[src/rtl/stb_pkg.sv]
// shared constants and mode codes for the software timer bank
`timescale 1ns / 1ps
`default_nettype none

package stb_pkg;

    localparam int NUM_TIMERS_DEF  = 8;
    localparam int COUNT_BITS_DEF  = 16;

    // fixed field widths of the request and expiry beats
    localparam int IDX_FIELD_W     = 3;
    localparam int RELOAD_FIELD_W  = 16;
    localparam int MODE_W          = 2;

    // at most this many expiry beats per tick
    localparam int RESULT_SLOTS    = 8;
    localparam int RPT_W           = 4;

    localparam logic REQ_TICK      = 1'b0;
    localparam logic REQ_WRITE     = 1'b1;

    localparam logic [MODE_W-1:0] MODE_STOP  = 2'd0;
    localparam logic [MODE_W-1:0] MODE_RUN   = 2'd1;
    localparam logic [MODE_W-1:0] MODE_START = 2'd2;
    localparam logic [MODE_W-1:0] MODE_RESET = 2'd3;

endpackage

`default_nettype wire

[src/rtl/stb_if.sv]
// request and expiry channel interfaces
`timescale 1ns / 1ps
`default_nettype none

interface stb_req_if;
    logic                                 valid;
    logic                                 ready;
    logic                                 req_type;
    logic [stb_pkg::IDX_FIELD_W-1:0]      timer_index;
    logic [stb_pkg::RELOAD_FIELD_W-1:0]   reload_value;
    logic                                 auto_restart;
    logic [stb_pkg::MODE_W-1:0]           new_mode;

    modport source (
        output valid, req_type, timer_index, reload_value, auto_restart, new_mode,
        input  ready
    );
    modport sink (
        input  valid, req_type, timer_index, reload_value, auto_restart, new_mode,
        output ready
    );
endinterface

interface stb_exp_if;
    logic                                 valid;
    logic                                 ready;
    logic [stb_pkg::IDX_FIELD_W-1:0]      expired_timer;
    logic                                 last_expiry;

    modport source (
        output valid, expired_timer, last_expiry,
        input  ready
    );
    modport sink (
        input  valid, expired_timer, last_expiry,
        output ready
    );
endinterface

`default_nettype wire

[src/rtl/software_timer_bank_core.sv]
// top level: tick / write sequencer over the timer ram, with expiry output register
// write beat: busy after acceptance (read, then read-modify-write), then ready
// tick beat: per timer a ram read and an update, then a closing step;
//   a stalled expiry beat holds the walk and adds its wait
// the single ram read port and the one shared update unit make the walk go one timer at a time
// reset: rst_n is asynchronous, active low; control, output valid and entry valid
//   bits clear at once, so every timer reads as stopped with zero count and reload
`timescale 1ns / 1ps
`default_nettype none

module software_timer_bank_core #(
    parameter int NUM_TIMERS = stb_pkg::NUM_TIMERS_DEF,
    parameter int COUNT_BITS = stb_pkg::COUNT_BITS_DEF
) (
    input  wire logic  clk,
    input  wire logic  rst_n,
    stb_req_if.sink    req,
    stb_exp_if.source  expiry
);

    localparam int IDX_W = (NUM_TIMERS > 1) ? $clog2(NUM_TIMERS) : 1;
    localparam int IXW_W = IDX_W + stb_pkg::IDX_FIELD_W;
    localparam int RLW_W = COUNT_BITS + stb_pkg::RELOAD_FIELD_W;
    // entry layout: {mode, restart, reload, count}
    localparam int ENT_W = stb_pkg::MODE_W + 1 + 2 * COUNT_BITS;

    // sequencer states
    localparam logic [2:0] S_IDLE  = 3'd0;
    localparam logic [2:0] S_TRD   = 3'd1;
    localparam logic [2:0] S_TEVAL = 3'd2;
    localparam logic [2:0] S_TDONE = 3'd3;
    localparam logic [2:0] S_WRD   = 3'd4;
    localparam logic [2:0] S_WMOD  = 3'd5;

    // control registers
    logic [2:0]                         state_reg, state_next;
    logic [IDX_W-1:0]                   idx_reg, idx_next;
    logic [stb_pkg::RPT_W-1:0]          rpt_reg, rpt_next;
    logic                               pend_vld_reg, pend_vld_next;
    logic [stb_pkg::IDX_FIELD_W-1:0]    pend_idx_reg, pend_idx_next;
    logic                               out_vld_reg, out_vld_next;
    logic [NUM_TIMERS-1:0]              vld_reg, vld_next;

    // payload registers
    logic [stb_pkg::IDX_FIELD_W-1:0]    out_idx_reg, out_idx_next;
    logic                               out_last_reg, out_last_next;
    logic [COUNT_BITS-1:0]              wr_reload_reg, wr_reload_next;
    logic                               wr_restart_reg, wr_restart_next;
    logic [stb_pkg::MODE_W-1:0]         wr_mode_reg, wr_mode_next;

    // ram side
    logic                               ram_we;
    logic [ENT_W-1:0]                   ram_wdata;
    logic [ENT_W-1:0]                   ram_rdata;
    logic [ENT_W-1:0]                   entry;

    // update unit
    logic [stb_pkg::MODE_W-1:0]         ent_mode, upd_mode;
    logic [COUNT_BITS-1:0]              ent_count, ent_reload, upd_count;
    logic                               ent_restart, upd_expire;

    // helpers
    logic                               req_acc;
    logic                               out_free;
    logic                               idx_ok;
    logic [IXW_W-1:0]                   req_idx_wide;
    logic [IXW_W-1:0]                   cur_idx_wide;
    logic [RLW_W-1:0]                   req_reload_wide;
    logic                               last_timer;
    logic                               report;
    logic                               need_push;

    assign req.ready       = (state_reg == S_IDLE);
    assign req_acc         = req.valid && req.ready;

    assign expiry.valid         = out_vld_reg;
    assign expiry.expired_timer = out_idx_reg;
    assign expiry.last_expiry   = out_last_reg;

    // output register can take a beat when empty or draining this cycle
    assign out_free        = !out_vld_reg || expiry.ready;

    assign req_idx_wide    = IXW_W'(req.timer_index);
    assign cur_idx_wide    = IXW_W'(idx_reg);
    assign req_reload_wide = RLW_W'(req.reload_value);
    // writes to timers beyond the bank are dropped
    assign idx_ok          = (int'(req.timer_index) < NUM_TIMERS);
    assign last_timer      = (idx_reg == IDX_W'(NUM_TIMERS - 1));

    // an entry never written reads as the reset value (all zero, mode stop)
    assign entry       = vld_reg[idx_reg] ? ram_rdata : '0;
    assign ent_count   = entry[COUNT_BITS-1:0];
    assign ent_reload  = entry[2*COUNT_BITS-1:COUNT_BITS];
    assign ent_restart = entry[2*COUNT_BITS];
    assign ent_mode    = entry[ENT_W-1:2*COUNT_BITS+1];

    stb_ram #(
        .WIDTH (ENT_W),
        .DEPTH (NUM_TIMERS)
    ) u_ram (
        .clk     (clk),
        .wr_en   (ram_we),
        .wr_addr (idx_reg),
        .wr_data (ram_wdata),
        .rd_addr (idx_reg),
        .rd_data (ram_rdata)
    );

    stb_upd #(
        .COUNT_BITS (COUNT_BITS)
    ) u_upd (
        .mode     (ent_mode),
        .count    (ent_count),
        .reload   (ent_reload),
        .restart  (ent_restart),
        .mode_nx  (upd_mode),
        .count_nx (upd_count),
        .expire   (upd_expire)
    );

    // expiry handling: the newest reported expiry waits in a pending slot so the
    // final one of the tick can be flagged once the walk is over
    assign report    = upd_expire && (rpt_reg < stb_pkg::RPT_W'(stb_pkg::RESULT_SLOTS));
    assign need_push = report && pend_vld_reg;

    always_comb
    begin
        state_next      = state_reg;
        idx_next        = idx_reg;
        rpt_next        = rpt_reg;
        pend_vld_next   = pend_vld_reg;
        pend_idx_next   = pend_idx_reg;
        out_vld_next    = out_vld_reg && !expiry.ready;
        out_idx_next    = out_idx_reg;
        out_last_next   = out_last_reg;
        vld_next        = vld_reg;
        wr_reload_next  = wr_reload_reg;
        wr_restart_next = wr_restart_reg;
        wr_mode_next    = wr_mode_reg;
        ram_we          = 1'b0;
        ram_wdata       = {upd_mode, ent_restart, ent_reload, upd_count};

        case (state_reg)
            S_IDLE:
            begin
                if (req_acc)
                begin
                    if (req.req_type == stb_pkg::REQ_TICK)
                    begin
                        idx_next      = '0;
                        rpt_next      = '0;
                        pend_vld_next = 1'b0;
                        state_next    = S_TRD;
                    end
                    else if (idx_ok)
                    begin
                        idx_next        = req_idx_wide[IDX_W-1:0];
                        wr_reload_next  = req_reload_wide[COUNT_BITS-1:0];
                        wr_restart_next = req.auto_restart;
                        wr_mode_next    = req.new_mode;
                        state_next      = S_WRD;
                    end
                end
            end
            S_TRD:
            begin
                state_next = S_TEVAL;
            end
            S_TEVAL:
            begin
                // hold the timer while an earlier expiry cannot leave
                if (!need_push || out_free)
                begin
                    ram_we            = 1'b1;
                    vld_next[idx_reg] = 1'b1;
                    if (need_push)
                    begin
                        out_vld_next  = 1'b1;
                        out_idx_next  = pend_idx_reg;
                        out_last_next = 1'b0;
                    end
                    if (report)
                    begin
                        pend_vld_next = 1'b1;
                        pend_idx_next = cur_idx_wide[stb_pkg::IDX_FIELD_W-1:0];
                        rpt_next      = rpt_reg + stb_pkg::RPT_W'(1);
                    end
                    if (last_timer)
                    begin
                        state_next = S_TDONE;
                    end
                    else
                    begin
                        idx_next   = idx_reg + IDX_W'(1);
                        state_next = S_TRD;
                    end
                end
            end
            S_TDONE:
            begin
                if (!pend_vld_reg)
                begin
                    state_next = S_IDLE;
                end
                else if (out_free)
                begin
                    out_vld_next  = 1'b1;
                    out_idx_next  = pend_idx_reg;
                    out_last_next = 1'b1;
                    pend_vld_next = 1'b0;
                    state_next    = S_IDLE;
                end
            end
            S_WRD:
            begin
                state_next = S_WMOD;
            end
            S_WMOD:
            begin
                // settings replaced, remaining count kept
                ram_we            = 1'b1;
                ram_wdata         = {wr_mode_reg, wr_restart_reg, wr_reload_reg, ent_count};
                vld_next[idx_reg] = 1'b1;
                state_next        = S_IDLE;
            end
            default:
            begin
                state_next = S_IDLE;
            end
        endcase
    end

    always_ff @(posedge clk or negedge rst_n)
    begin
        if (!rst_n)
        begin
            state_reg    <= S_IDLE;
            idx_reg      <= '0;
            rpt_reg      <= '0;
            pend_vld_reg <= 1'b0;
            pend_idx_reg <= '0;
            out_vld_reg  <= 1'b0;
            vld_reg      <= '0;
        end
        else
        begin
            state_reg    <= state_next;
            idx_reg      <= idx_next;
            rpt_reg      <= rpt_next;
            pend_vld_reg <= pend_vld_next;
            pend_idx_reg <= pend_idx_next;
            out_vld_reg  <= out_vld_next;
            vld_reg      <= vld_next;
        end
    end

    always_ff @(posedge clk)
    begin
        out_idx_reg    <= out_idx_next;
        out_last_reg   <= out_last_next;
        wr_reload_reg  <= wr_reload_next;
        wr_restart_reg <= wr_restart_next;
        wr_mode_reg    <= wr_mode_next;
    end

endmodule

`default_nettype wire

[src/rtl/stb_ram.sv]
// generic single write port ram with registered read
`timescale 1ns / 1ps
`default_nettype none

module stb_ram #(
    parameter int WIDTH = 8,
    parameter int DEPTH = 8,
    parameter int AW    = (DEPTH > 1) ? $clog2(DEPTH) : 1
) (
    input  wire logic                     clk,
    input  wire logic                     wr_en,
    input  wire logic [AW-1:0]            wr_addr,
    input  wire logic [WIDTH-1:0]         wr_data,
    input  wire logic [AW-1:0]            rd_addr,
    output logic      [WIDTH-1:0]         rd_data
);

    logic [WIDTH-1:0] mem [DEPTH];

    always_ff @(posedge clk)
    begin
        if (wr_en)
        begin
            mem[wr_addr] <= wr_data;
        end
        rd_data <= mem[rd_addr];
    end

endmodule

`default_nettype wire

[src/rtl/stb_upd.sv]
// per-timer update unit, shared by all timers during a tick walk
`timescale 1ns / 1ps
`default_nettype none

module stb_upd #(
    parameter int COUNT_BITS = stb_pkg::COUNT_BITS_DEF
) (
    input  wire logic [stb_pkg::MODE_W-1:0] mode,
    input  wire logic [COUNT_BITS-1:0]      count,
    input  wire logic [COUNT_BITS-1:0]      reload,
    input  wire logic                       restart,
    output logic      [stb_pkg::MODE_W-1:0] mode_nx,
    output logic      [COUNT_BITS-1:0]      count_nx,
    output logic                            expire
);

    always_comb
    begin
        mode_nx  = mode;
        count_nx = count;
        expire   = 1'b0;
        case (mode)
            stb_pkg::MODE_STOP:
            begin
                mode_nx = stb_pkg::MODE_STOP;
            end
            stb_pkg::MODE_RUN:
            begin
                if (count == '0)
                begin
                    expire = 1'b1;
                    if (restart)
                    begin
                        count_nx = reload;
                    end
                    else
                    begin
                        mode_nx = stb_pkg::MODE_STOP;
                    end
                end
                else
                begin
                    count_nx = count - COUNT_BITS'(1);
                end
            end
            stb_pkg::MODE_START:
            begin
                count_nx = reload;
                mode_nx  = stb_pkg::MODE_RUN;
            end
            default:
            begin
                // reset mode steps to start
                mode_nx = stb_pkg::MODE_START;
            end
        endcase
    end

endmodule

`default_nettype wire

[src/flat_wrapper.sv]
// flat-port wrapper written by rule: the top's interface ports become plain ports
module software_timer_bank_core_flat 
#(
    parameter int NUM_TIMERS = stb_pkg::NUM_TIMERS_DEF,
    parameter int COUNT_BITS = stb_pkg::COUNT_BITS_DEF
)
  (clk, rst_n, req_valid, req_req_type, req_timer_index, req_reload_value, req_auto_restart, req_new_mode, req_ready, expiry_valid, expiry_expired_timer, expiry_last_expiry, expiry_ready);
  stb_req_if req_i ();
  stb_exp_if expiry_i ();
  input  wire logic clk;
  input  wire logic rst_n;
  input wire logic [$bits(req_i.valid)-1:0] req_valid;
  input wire logic [$bits(req_i.req_type)-1:0] req_req_type;
  input wire logic [$bits(req_i.timer_index)-1:0] req_timer_index;
  input wire logic [$bits(req_i.reload_value)-1:0] req_reload_value;
  input wire logic [$bits(req_i.auto_restart)-1:0] req_auto_restart;
  input wire logic [$bits(req_i.new_mode)-1:0] req_new_mode;
  output wire logic [$bits(req_i.ready)-1:0] req_ready;
  output wire logic [$bits(expiry_i.valid)-1:0] expiry_valid;
  output wire logic [$bits(expiry_i.expired_timer)-1:0] expiry_expired_timer;
  output wire logic [$bits(expiry_i.last_expiry)-1:0] expiry_last_expiry;
  input wire logic [$bits(expiry_i.ready)-1:0] expiry_ready;
  assign req_i.valid = req_valid;
  assign req_i.req_type = req_req_type;
  assign req_i.timer_index = req_timer_index;
  assign req_i.reload_value = req_reload_value;
  assign req_i.auto_restart = req_auto_restart;
  assign req_i.new_mode = req_new_mode;
  assign req_ready = req_i.ready;
  assign expiry_valid = expiry_i.valid;
  assign expiry_expired_timer = expiry_i.expired_timer;
  assign expiry_last_expiry = expiry_i.last_expiry;
  assign expiry_i.ready = expiry_ready;
  software_timer_bank_core #(.NUM_TIMERS(NUM_TIMERS), .COUNT_BITS(COUNT_BITS)) u_core (.clk(clk), .rst_n(rst_n), .req(req_i), .expiry(expiry_i));
endmodule
[config.mk]
export PLATFORM = sky130hd
export DESIGN_NAME = software_timer_bank_core_flat
export DESIGN_NICKNAME = d
export VERILOG_FILES = /design/src/rtl/stb_pkg.sv /design/src/rtl/stb_if.sv /design/src/rtl/software_timer_bank_core.sv /design/src/rtl/stb_ram.sv /design/src/rtl/stb_upd.sv /design/src/flat_wrapper.sv
export SDC_FILE = /design/constraint.sdc
export NUM_CORES = 1
export LEC_CHECK = 0
export ABC_AREA = 0
export BUFFER_PORTS_ARGS = -buffer_cell sky130_fd_sc_hd__buf_2
export CORE_MARGIN = 4
export CORE_UTILIZATION = 40
export CTS_BUF_LIST = sky130_fd_sc_hd__clkbuf_8
export CTS_CLUSTER_DIAMETER = 30
export DETAILED_ROUTE_END_ITERATION = 8
export GPL_ROUTABILITY_DRIVEN = 0
export PLACE_DENSITY = 0.53
export SLEW_MARGIN = 10
export SYNTH_ARGS = -nofsm -noshare
export SYNTH_HDL_FRONTEND = slang
export SYNTH_HIERARCHICAL = 1
export SYNTH_SLANG_ARGS = --single-unit
[constraint.sdc]
create_clock -name clk -period 14.34 [get_ports clk]
set_clock_uncertainty 0.1 [all_clocks]
set_input_delay 0.717 -clock clk [delete_from_list [all_inputs] [get_ports clk]]
set_output_delay 0.717 -clock clk [all_outputs]
set_load 0.01 [all_outputs]
==> reports/qor.csv, run 1 <==
stage;metric;value;unit
clocking;clock sinks;361;
final_layout;Layout area overhead;15.5;%
timing;Max Freq;0.165;GHz
logic_synthesis;Synth async-reset ratio;0.0637;
pwr;Clk network pwr share;0.252;
pwr;Comb power frac;0.354;
detailed_routing;Routed WL;32600;um
detailed_routing;DR iter-0 viols;586;
timing;Final min period;6.07;ns
timing;RSZ-0062 raised after global routing;false;
placed_design;Detailed Place HPWL;19600;um
detailed_routing;routed vias/inst;5.37;
logic_synthesis;Mean Syn Cell Area;18.0;um^2
clocking;Num CTS Buffers;75;
clocking;CTS tree;yes;
logic_synthesis;Synth warnings;6;
global_route;first-pass GRT wire length;49900;um
worst_setup_path;critical path depth;16;
worst_setup_path;Worst path most repeated cell;buf_4;
worst_setup_path;Required @ worst endpoint;14.52;ns
job;maxcap violations;0;
die;I/O pin cnt;33;
timing;Finish-stage setup viols;0;
logic_synthesis;Post-Syn Area;0.0151;mm^2
final_layout;commonest non-fill, non-tap cells in the layout;edfxtp_1 (303), clkbuf_8 (83), mux2_2 (76);
timing;period utilization;0.424;
timing;measured slew at the worst slew-check pin;0.875;ns
pwr;switch share;0.347;
final_layout;Sequential Area;0.0104;mm^2
worst_setup_path;crit-path max FO;47;
worst_setup_path;Crit path max-delay family;simple AND/OR/NAND/NOR gates;
clocking;Root Buffer;clkbuf_8;
worst_setup_path;R2R depth;16;
clocking;CTS H-tree depth;3;
logic_synthesis;sequential-to-total area share from yosys stat;0.686;
status;status;complete, no violations;
detailed_routing;Final ANT Viol Nets;0;
die;# rows;70;
final_layout;Multi-input gate area;0.00452;mm^2
detailed_routing;Residual DRC;0;
worst_setup_path;crit path cell chain;buf_4 > mux4_2 > mux2i_4 > buf_4 > nor2b_1 > inv_1 > ha_1 > nor4b_1 > nand3_1 > nor3_1 > nand2b_1 > o211ai_1 > nand2_1 > nand2b_1 > nor2_4 > buf_4;
hold_path;hold depth;1;
clocking;CTS-repair resized insts;0;
placed_design;dpl ws;8.20;ns
worst_setup_path;Crit path largest cell delay;0.90;ns
die;Die Area;0.0410;mm^2
global_route;initial antenna violation count;0;
timing;Final Hold Fails;0;
worst_setup_path;Worst path slowest cell;dfrtp_2;
final_layout;antenna cell count;0;
clocking;latest clock arrival within the worst-skew pair;0.62;ns
logic_synthesis;post-synth cell types;67;
global_route;Total Routing Usage GR;0.160;
logic_synthesis;Main synth FF type;edfxtp_1;
pwr;Reg power frac;0.394;
detailed_routing;Pre-antenna DRT Iters;5;
clocking;Clock Path Buffers;3;
clocking;Reg clk slew, reported paths;0.05;ns
final_layout;Final nets;960;
worst_setup_path;Startpoint Class;flop;
final_layout;layout cells sized above 1;0.267;
detailed_routing;routed via count;7990;
hold_path;Hold Crit Class;in2reg;
die;core area;0.0370;mm^2
timing;PnR worst setup slack;8.27;ns
final_layout;most common cell after layout, fill and taps aside;edfxtp_1;
worst_setup_path;Worst Setup End Kind;flop;
timing;setup TNS;0;ns
worst_setup_path;Critical path buffers and inverters;4;
worst_setup_path;Crit Path Class;reg2reg;
timing;max-slew violations;0;
logic_synthesis;Post-Syn Nets;876;
pwr;P_sw;1.53;mW
pwr;Leakage;6.10;nW
pwr;Max VDD drop;0.120;mV
final_layout;max reg flops;280;
die;Initial Util;0.409;
worst_setup_path;Crit path arrival time;6.25;ns
logic_synthesis;number of flops mapped to enable cells by yosys;303;
die;die width;203;um
global_route;vias in the first global route;8296;
final_layout;number of fill cells;3201;
logic_synthesis;register bit total from synthesis;361;
placed_design;Buffers on Ports;32;
logic_synthesis;Cells after Synth;841;
global_route;grt ovf;0;
timing;Final Hold Slack;0.181;ns
global_route;largest net degree at the start of global routing;48;
timing;Slew Limit Headroom;0.417;
die;chip height;203;um
pwr;P_int;2.88;mW
pwr;PwrDens;252;mW/mm^2
detailed_routing;drt wl/cell;21.9;um
## layout make-up
cell class | count | area share
flip-flops and latches | 361 | 0.594
well taps | 504 | 0.0361
inverters | 13 | 0.00279
repair buffers | 51 | 0.0175
clock buffers | 83 | 0.0653
multi-input cells | 423 | 0.258
clock inverters | 53 | 0.0264
## power by group through the flow
stage               Combinational (mW)  Sequential (mW)  Clock [mW]
floorplan                         1.18             1.68           0
global placement                  1.54             1.76           0
detailed placement                1.57             1.76           0
CTS                               1.57             1.74        1.15
global route                      1.71             1.76        1.20
finish                            1.56             1.74        1.11
## final timing paths
kind | start | endpoint | slack (ns)
max | u_core/idx_reg[2] | u_core/u_ram/mem[2][8] | 8.27
min | req_reload_value[0] | u_core/wr_reload_reg[0] | 0.18
max reg2reg | u_core/idx_reg[2] | u_core/u_ram/mem[2][8] | 8.27
min reg2reg | u_core/pend_idx_reg[2] | u_core/expiry.expired_timer[2] | 0.34
max in group asynchronous | rst_n | u_core/idx_reg[0] | 13.16
min in group asynchronous | rst_n | u_core/expiry.valid | 0.55
## cell families after synthesis
kind of cell | share of synthesized area
flip-flops | 0.686
AO/OA/AOI/OAI | 0.0460
multiplexers | 0.185
adder cells (fa/ha/maj) | 0.00661
buffers and inverters | 0.0200
AND/OR/NAND/NOR | 0.0573
## synth_stat cells (3+ instances only)
master / number / area share
a2bb2oi_1: 3 / 0.0017
dfxtp_1: 35 / 0.046
and3_1: 5 / 0.0021
nand2b_1: 9 / 0.0037
nand2_1: 32 / 0.0079
a22oi_1: 6 / 0.0030
o21ai_1: 5 / 0.0017
edfxtp_1: 303 / 0.60
nand3_1: 11 / 0.0036
a31o_2: 4 / 0.0023
a21oi_1: 20 / 0.0066
buf_6: 8 / 0.0060
a31oi_1: 8 / 0.0033
nand4_1: 3 / 0.0012
ha_1: 8 / 0.0066
o211ai_1: 6 / 0.0030
o21ai_0: 21 / 0.0069
nor3_1: 15 / 0.0050
nor2_1: 24 / 0.0060
buf_2: 6 / 0.0020
or3_1: 3 / 0.0012
a221o_1: 3 / 0.0020
a21o_1: 4 / 0.0020
nor2b_1: 40 / 0.017
inv_1: 13 / 0.0032
nor4_1: 3 / 0.0012
mux2_2: 76 / 0.057
mux4_1: 70 / 0.12
clkbuf_1: 25 / 0.0062
dfrtp_1: 23 / 0.038
## per-layer routing
| metal | up-vias | share of wire | routed length (um) | GRT usage |
|---|---|---|---|---|
| met1 | 4129 | 0.47 | 15200 | 0.226 |
| met3 | 55 | 0.044 | 1430 | 0.0366 |
| li1 | 3628 | - | - | - |
| met2 | 178 | 0.47 | 15400 | 0.250 |
| met5 | - | 0 | 0 | 0 |
| met4 | 0 | 0.017 | 565 | 0.0478 |
## what timing repair did
item / CTS / global route
endpoints found under the setup margin: 0 / 0
hold buffers: 1 / 0
endpoints found under the hold margin: 17 / 0
buffers inserted: 0 / 0
## through the flow
stage / util / cells / cell area, um^2 / power [mW]
global route: 0.473 / 1488 / 17500 / 4.67
detailed placement: 0.429 / 1351 / 15900 / 3.33
CTS: 0.473 / 1488 / 17500 / 4.46
finish: 0.473 / 1488 / 17500 / 4.41
global placement: 0.429 / 1351 / 15900 / 3.31
floorplan: - / 841 / 15100 / 2.86
No activity file was read; power rests on OpenSTA's default activity.
==> run 2: changes to the inputs <==
- clock period: 14.34 -> 5.8 ns (I/O delays scaled with it)
==> reports/qor.csv, run 2 (synthesis gave the netlist of run 1 again) <==
stage;metric;value;unit
final_layout;final instance area;0.0178;mm^2
final_layout;Final nets;989;
worst_setup_path;Critical path buffers and inverters;2;
timing;Slew Limit Headroom;0.441;
worst_setup_path;Crit path arrival time;5.21;ns
worst_setup_path;Startpoint Class;flop;
final_layout;max reg flops;280;
pwr;PwrDens;615;mW/mm^2
global_route;routing usage on met2;0.248;
global_route;initial antenna violation count;0;
placed_design;Cells after DPL;1356;
die;chip height;203;um
clocking;Setup Fix Bufs, Post-CTS;0;
worst_setup_path;Required @ worst endpoint;6.04;ns
worst_setup_path;Crit Path Class;reg2reg;
pwr;Leakage;6.25;nW
die;die width;203;um
timing;setup TNS;0;ns
detailed_routing;Residual DRC;0;
clocking;CTS H-tree depth;3;
final_layout;Layout area overhead;17.7;%
detailed_routing;Pre-antenna DRT Iters;5;
worst_setup_path;crit-path max FO;23;
placed_design;placed inst area;0.0160;mm^2
detailed_routing;routed via count;8030;
clocking;Clock Path Buffers;3;
clocking;clock sinks;361;
timing;measured slew at the worst slew-check pin;0.839;ns
final_layout;most common cell after layout, fill and taps aside;edfxtp_1;
timing;period utilization;0.858;
global_route;largest net degree at the start of global routing;51;
placed_design;Buffers on Ports;32;
worst_setup_path;Worst Setup End Kind;flop;
global_route;first-pass GRT wire length;50800;um
clocking;CTS tree;yes;
global_route;grt ovf;0;
die;I/O pin cnt;33;
status;status;complete, no violations;
timing;PnR worst setup slack;0.825;ns
placed_design;Detailed Place HPWL;19400;um
placed_design;dpl ws;0.833;ns
timing;RSZ-0062 raised after global routing;false;
die;Die Area;0.0410;mm^2
global_route;gr busiest metal;met2;
worst_setup_path;Worst path most repeated cell;nand2b_1;
detailed_routing;Final ANT Viol Nets;0;
clocking;Root Buffer;clkbuf_8;
final_layout;final cell count without fillers;1520;
worst_setup_path;Crit path max-delay family;simple AND/OR/NAND/NOR gates;
final_layout;antenna cell count;0;
timing;Max Freq;0.201;GHz
detailed_routing;DR iter-0 viols;551;
die;core area;0.0370;mm^2
die;Initial Util;0.409;
global_route;Total Routing Usage GR;0.162;
detailed_routing;Routed WL;32700;um
global_route;met1 Track Usage GR;0.231;
timing;Final Hold Fails;0;
timing;Final min period;4.98;ns
detailed_routing;drt wl/cell;21.5;um
detailed_routing;routed vias/inst;5.28;
timing;Finish-stage setup viols;0;
die;# rows;70;
clocking;latest clock arrival within the worst-skew pair;0.60;ns
worst_setup_path;Crit path largest cell delay;0.62;ns
clocking;Num CTS Buffers;76;
final_layout;layout cells sized above 1;0.266;
hold_path;Hold Crit Class;in2reg;
pwr;Max VDD drop;0.330;mV
worst_setup_path;crit path cell chain;mux4_2 > mux2i_4 > nor2b_1 > inv_1 > ha_1 > nor4b_1 > nand3_1 > nor3_1 > nand2b_1 > o211ai_1 > nand2_1 > nand2b_1 > nor2_4 > buf_12;
worst_setup_path;Worst path slowest cell;mux2i_4;
clocking;Reg clk slew, reported paths;0.05;ns
global_route;vias in the first global route;8515;
final_layout;commonest non-fill, non-tap cells in the layout;edfxtp_1 (303), clkbuf_8 (80), mux2_2 (76);
global_route;met3 GRT Util;0.0295;
timing;max-slew violations;0;
job;maxcap violations;0;
## run 2: tightest hold or removal path, cell delays in order
cell and delay, ns:
buf_2 0.08, nand2_1 0.05, o21ai_0 0.14, mux2_2 0.16
## run 2: area by class of cell
class	count	area, um^2
well taps	504	631
repair buffers	79	623
flip-flops and latches	361	10400
inverters	13	48.8
clock buffers	80	1100
multi-input cells	423	4520
fillers	3239	19100
clock inverters	60	515
## run 2: metrics by stage
| step | hold slack, ns | total power [mW] | utilization |
|---|---|---|---|
| detailed placement | 0.211 | 8.22 | 0.432 |
| global route | 0.0525 | 11.6 | 0.482 |
| CTS | 0.0229 | 11.1 | 0.482 |
| floorplan | -0.106 | 7.06 | - |
| global placement | 0.209 | 8.21 | 0.432 |
| finish | 0.0597 | 11.0 | 0.482 |
## run 2: path summary, 6_finish.rpt
check	endpoint	start	slack, ns	cells after the start
setup / recovery	u_core/u_ram/mem[2][33]	u_core/idx_reg[1]	0.82	14
hold / removal	u_core/idx_reg[2]	req_timer_index[2]	0.06	4
setup reg to reg	u_core/u_ram/mem[2][33]	u_core/idx_reg[1]	0.82	14
hold reg to reg	u_core/expiry.expired_timer[2]	u_core/pend_idx_reg[2]	0.35	0
max in group asynchronous	u_core/idx_reg[0]	rst_n	5.03	2
min in group asynchronous	u_core/expiry.valid	rst_n	0.14	2
## run 2: what timing repair did
action                    in CTS  in global routing
hold buffers                  24                  0
hold endpoints to repair      46                  0
gates resized for setup        0                  0
## run 2: power by group
part	leakage [nW]	switching [mW]	internal (mW)
sequential	3.35	0.160	4.03
clock	0.884	1.09	1.69
combinational	2.02	2.51	1.47
total	6.25	3.76	7.19
## run 2: metal layers
layer,share of wire,vias to the layer above
li1,-,3691
met1,0.48,4094
met2,0.46,179
met3,0.034,66
met4,0.025,0
met5,0,-
==> run 3: changes to the inputs <==
--- a/config.mk
+++ b/config.mk
@@ -12,4 +12,5 @@
 export CTS_BUF_LIST = sky130_fd_sc_hd__clkbuf_8
 export CTS_CLUSTER_DIAMETER = 30
+export CTS_CLUSTER_SIZE = 12
 export DETAILED_ROUTE_END_ITERATION = 8
 export GPL_ROUTABILITY_DRIVEN = 0
==> constraint.sdc (replaced) <==
create_clock -name clk -period 5.8 [get_ports clk]
set_clock_uncertainty 0.1 [all_clocks]
set_input_delay 0.58 -clock clk [delete_from_list [all_inputs] [get_ports clk]]
set_output_delay 0.58 -clock clk [all_outputs]
set_load 0.01 [all_outputs]
==> reports/qor.csv, run 3 (synthesis gave the netlist of run 1 again) <==
stage;metric;value;unit
final_layout;max reg flops;280;
die;core area;0.0370;mm^2
timing;period utilization;0.854;
final_layout;final cell count without fillers;1507;
clocking;# hold bufs at CTS;14;
final_layout;antenna cell count;0;
detailed_routing;Pre-antenna DRT Iters;5;
clocking;Num CTS Buffers;74;
global_route;first-pass GRT wire length;50300;um
worst_setup_path;Required @ worst endpoint;6.03;ns
die;# rows;70;
final_layout;layout cells sized above 1;0.277;
final_layout;number of fill cells;3216;
worst_setup_path;Crit path arrival time;5.18;ns
final_layout;Layout area overhead;17.7;%
clocking;CTS tree;yes;
clocking;clock sinks;361;
die;I/O pin cnt;33;
die;die width;203;um
pwr;total power;11.1;mW
job;maxcap violations;0;
worst_setup_path;Crit Path Class;reg2reg;
global_route;initial antenna violation count;0;
final_layout;Final nets;977;
global_route;Total Routing Usage GR;0.160;
timing;PnR worst setup slack;0.845;ns
timing;max-slew violations;0;
pwr;Max VDD drop;0.296;mV
placed_design;Buffers on Ports;32;
global_route;grt ovf;0;
global_route;vias in the first global route;8356;
detailed_routing;routed vias/inst;5.36;
detailed_routing;DR iter-0 viols;623;
timing;Max Freq;0.202;GHz
clocking;Clock Path Buffers;3;
final_layout;most common cell after layout, fill and taps aside;edfxtp_1;
timing;Slew Limit Headroom;0.434;
hold_path;Hold Crit Class;in2reg;
timing;Final min period;4.96;ns
timing;RSZ-0062 raised after global routing;false;
timing;Final Hold Fails;0;
status;status;complete, no violations;
placed_design;dpl ws;0.833;ns
global_route;largest net degree at the start of global routing;51;
detailed_routing;drt wl/cell;21.6;um
detailed_routing;Residual DRC;0;
pwr;PwrDens;626;mW/mm^2
timing;setup TNS;0;ns
clocking;CTS-repair resized insts;0;
worst_setup_path;Startpoint Class;flop;
detailed_routing;Final ANT Viol Nets;0;
placed_design;Detailed Place HPWL;19400;um
die;chip height;203;um
worst_setup_path;Worst Setup End Kind;flop;
final_layout;commonest non-fill, non-tap cells in the layout;edfxtp_1 (303), clkbuf_8 (79), mux2_2 (76);
worst_setup_path;R2R depth;14;
clocking;CTS H-tree depth;3;
die;Initial Util;0.409;
clocking;latest clock arrival within the worst-skew pair;0.61;ns
detailed_routing;routed via count;8071;
clocking;Root Buffer;clkbuf_8;
worst_setup_path;crit-path max FO;22;
clocking;Setup Fix Bufs, Post-CTS;0;
hold_path;hold depth;1;
timing;measured slew at the worst slew-check pin;0.847;ns
timing;Finish-stage setup viols;0;
placed_design;Cells after DPL;1356;
die;Die Area;0.0410;mm^2
clocking;Reg clk slew, reported paths;0.05;ns
pwr;Leakage;6.24;nW
detailed_routing;Routed WL;32500;um
-- run 3: cell count changes in the layout (fill, tap and decap cells not counted) --
| cell | change |
|---|---|
| inv_8 | +2 |
| dlygate4sd3_1 | -10 |
| inv_6 | +9 |
| inv_1 | -8 |
| bufinv_16 | +2 |
| clkinvlp_4 | -5 |
| clkinv_4 | +7 |
| clkinv_1 | -3 |
| clkbuf_8 | -1 |
| clkinv_2 | -6 |
-- run 3: area by class of cell --
| type | instances | area, um^2 | area share |
|---|---|---|---|
| Tap cell | 504 | 631 | 0.0354 |
| Inverter | 13 | 48.8 | 0.00274 |
| Clock buffer | 79 | 1090 | 0.0610 |
| Clock inverter | 58 | 629 | 0.0353 |
| Sequential cell | 361 | 10400 | 0.583 |
| Multi-Input combinational cell | 423 | 4520 | 0.254 |
| Timing Repair Buffer | 69 | 523 | 0.0294 |
-- run 3: metal layers --
| metal | routed length [um] | GRT usage | vias up |
|---|---|---|---|
| met5 | 0 | 0 | - |
| met4 | 620 | 0.0526 | 0 |
| met3 | 1330 | 0.0351 | 49 |
| met2 | 15000 | 0.243 | 180 |
| met1 | 15600 | 0.231 | 4175 |
| li1 | - | - | 3667 |
-- run 3: metrics by stage --
stage	util	hold slack (ns)	instance area, um^2
6_report	0.482	0.0527	17800
5_1_grt	0.482	0.0114	17800
4_1_cts	0.482	0.00127	17800
3_5_place_dp	0.432	0.344	16000
3_3_place_gp	0.432	0.338	16000
2_1_floorplan	-	0.184	15100
-- run 3: worst max-delay path, cell delays in order (launching register included) --
cell and delay [ns]:
dfrtp_2 0.41, mux4_2 0.54, mux2i_4 0.61, nor2b_1 0.22
inv_1 0.13, ha_1 0.16, nor4b_1 0.38, nand3_1 0.21
nor3_1 0.51, nand2b_1 0.17, o211ai_1 0.24, nand2_1 0.20
nand2b_1 0.35, nor2_4 0.21, buf_12 0.23
-- run 3: final timing paths --
path                                     startpoint                 endpoint  slack, ns
worst min register to register    u_core/vld_reg[2]        u_core/vld_reg[2]       0.36
worst max register to register    u_core/idx_reg[1]  u_core/u_ram/mem[3][33]       0.84
worst min-delay path            req_reload_value[6]  u_core/wr_reload_reg[6]       0.05
max in group asynchronous                     rst_n        u_core/idx_reg[0]       4.75
min in group asynchronous                     rst_n      u_core/state_reg[0]       0.43
worst max-delay path              u_core/idx_reg[1]  u_core/u_ram/mem[3][33]       0.84
-- run 3: power breakdown --
group | internal (mW) | switching, mW | leakage, nW
registers | 4.03 | 0.160 | 3.35
clock network | 1.80 | 1.17 | 0.916
logic | 1.47 | 2.51 | 1.98
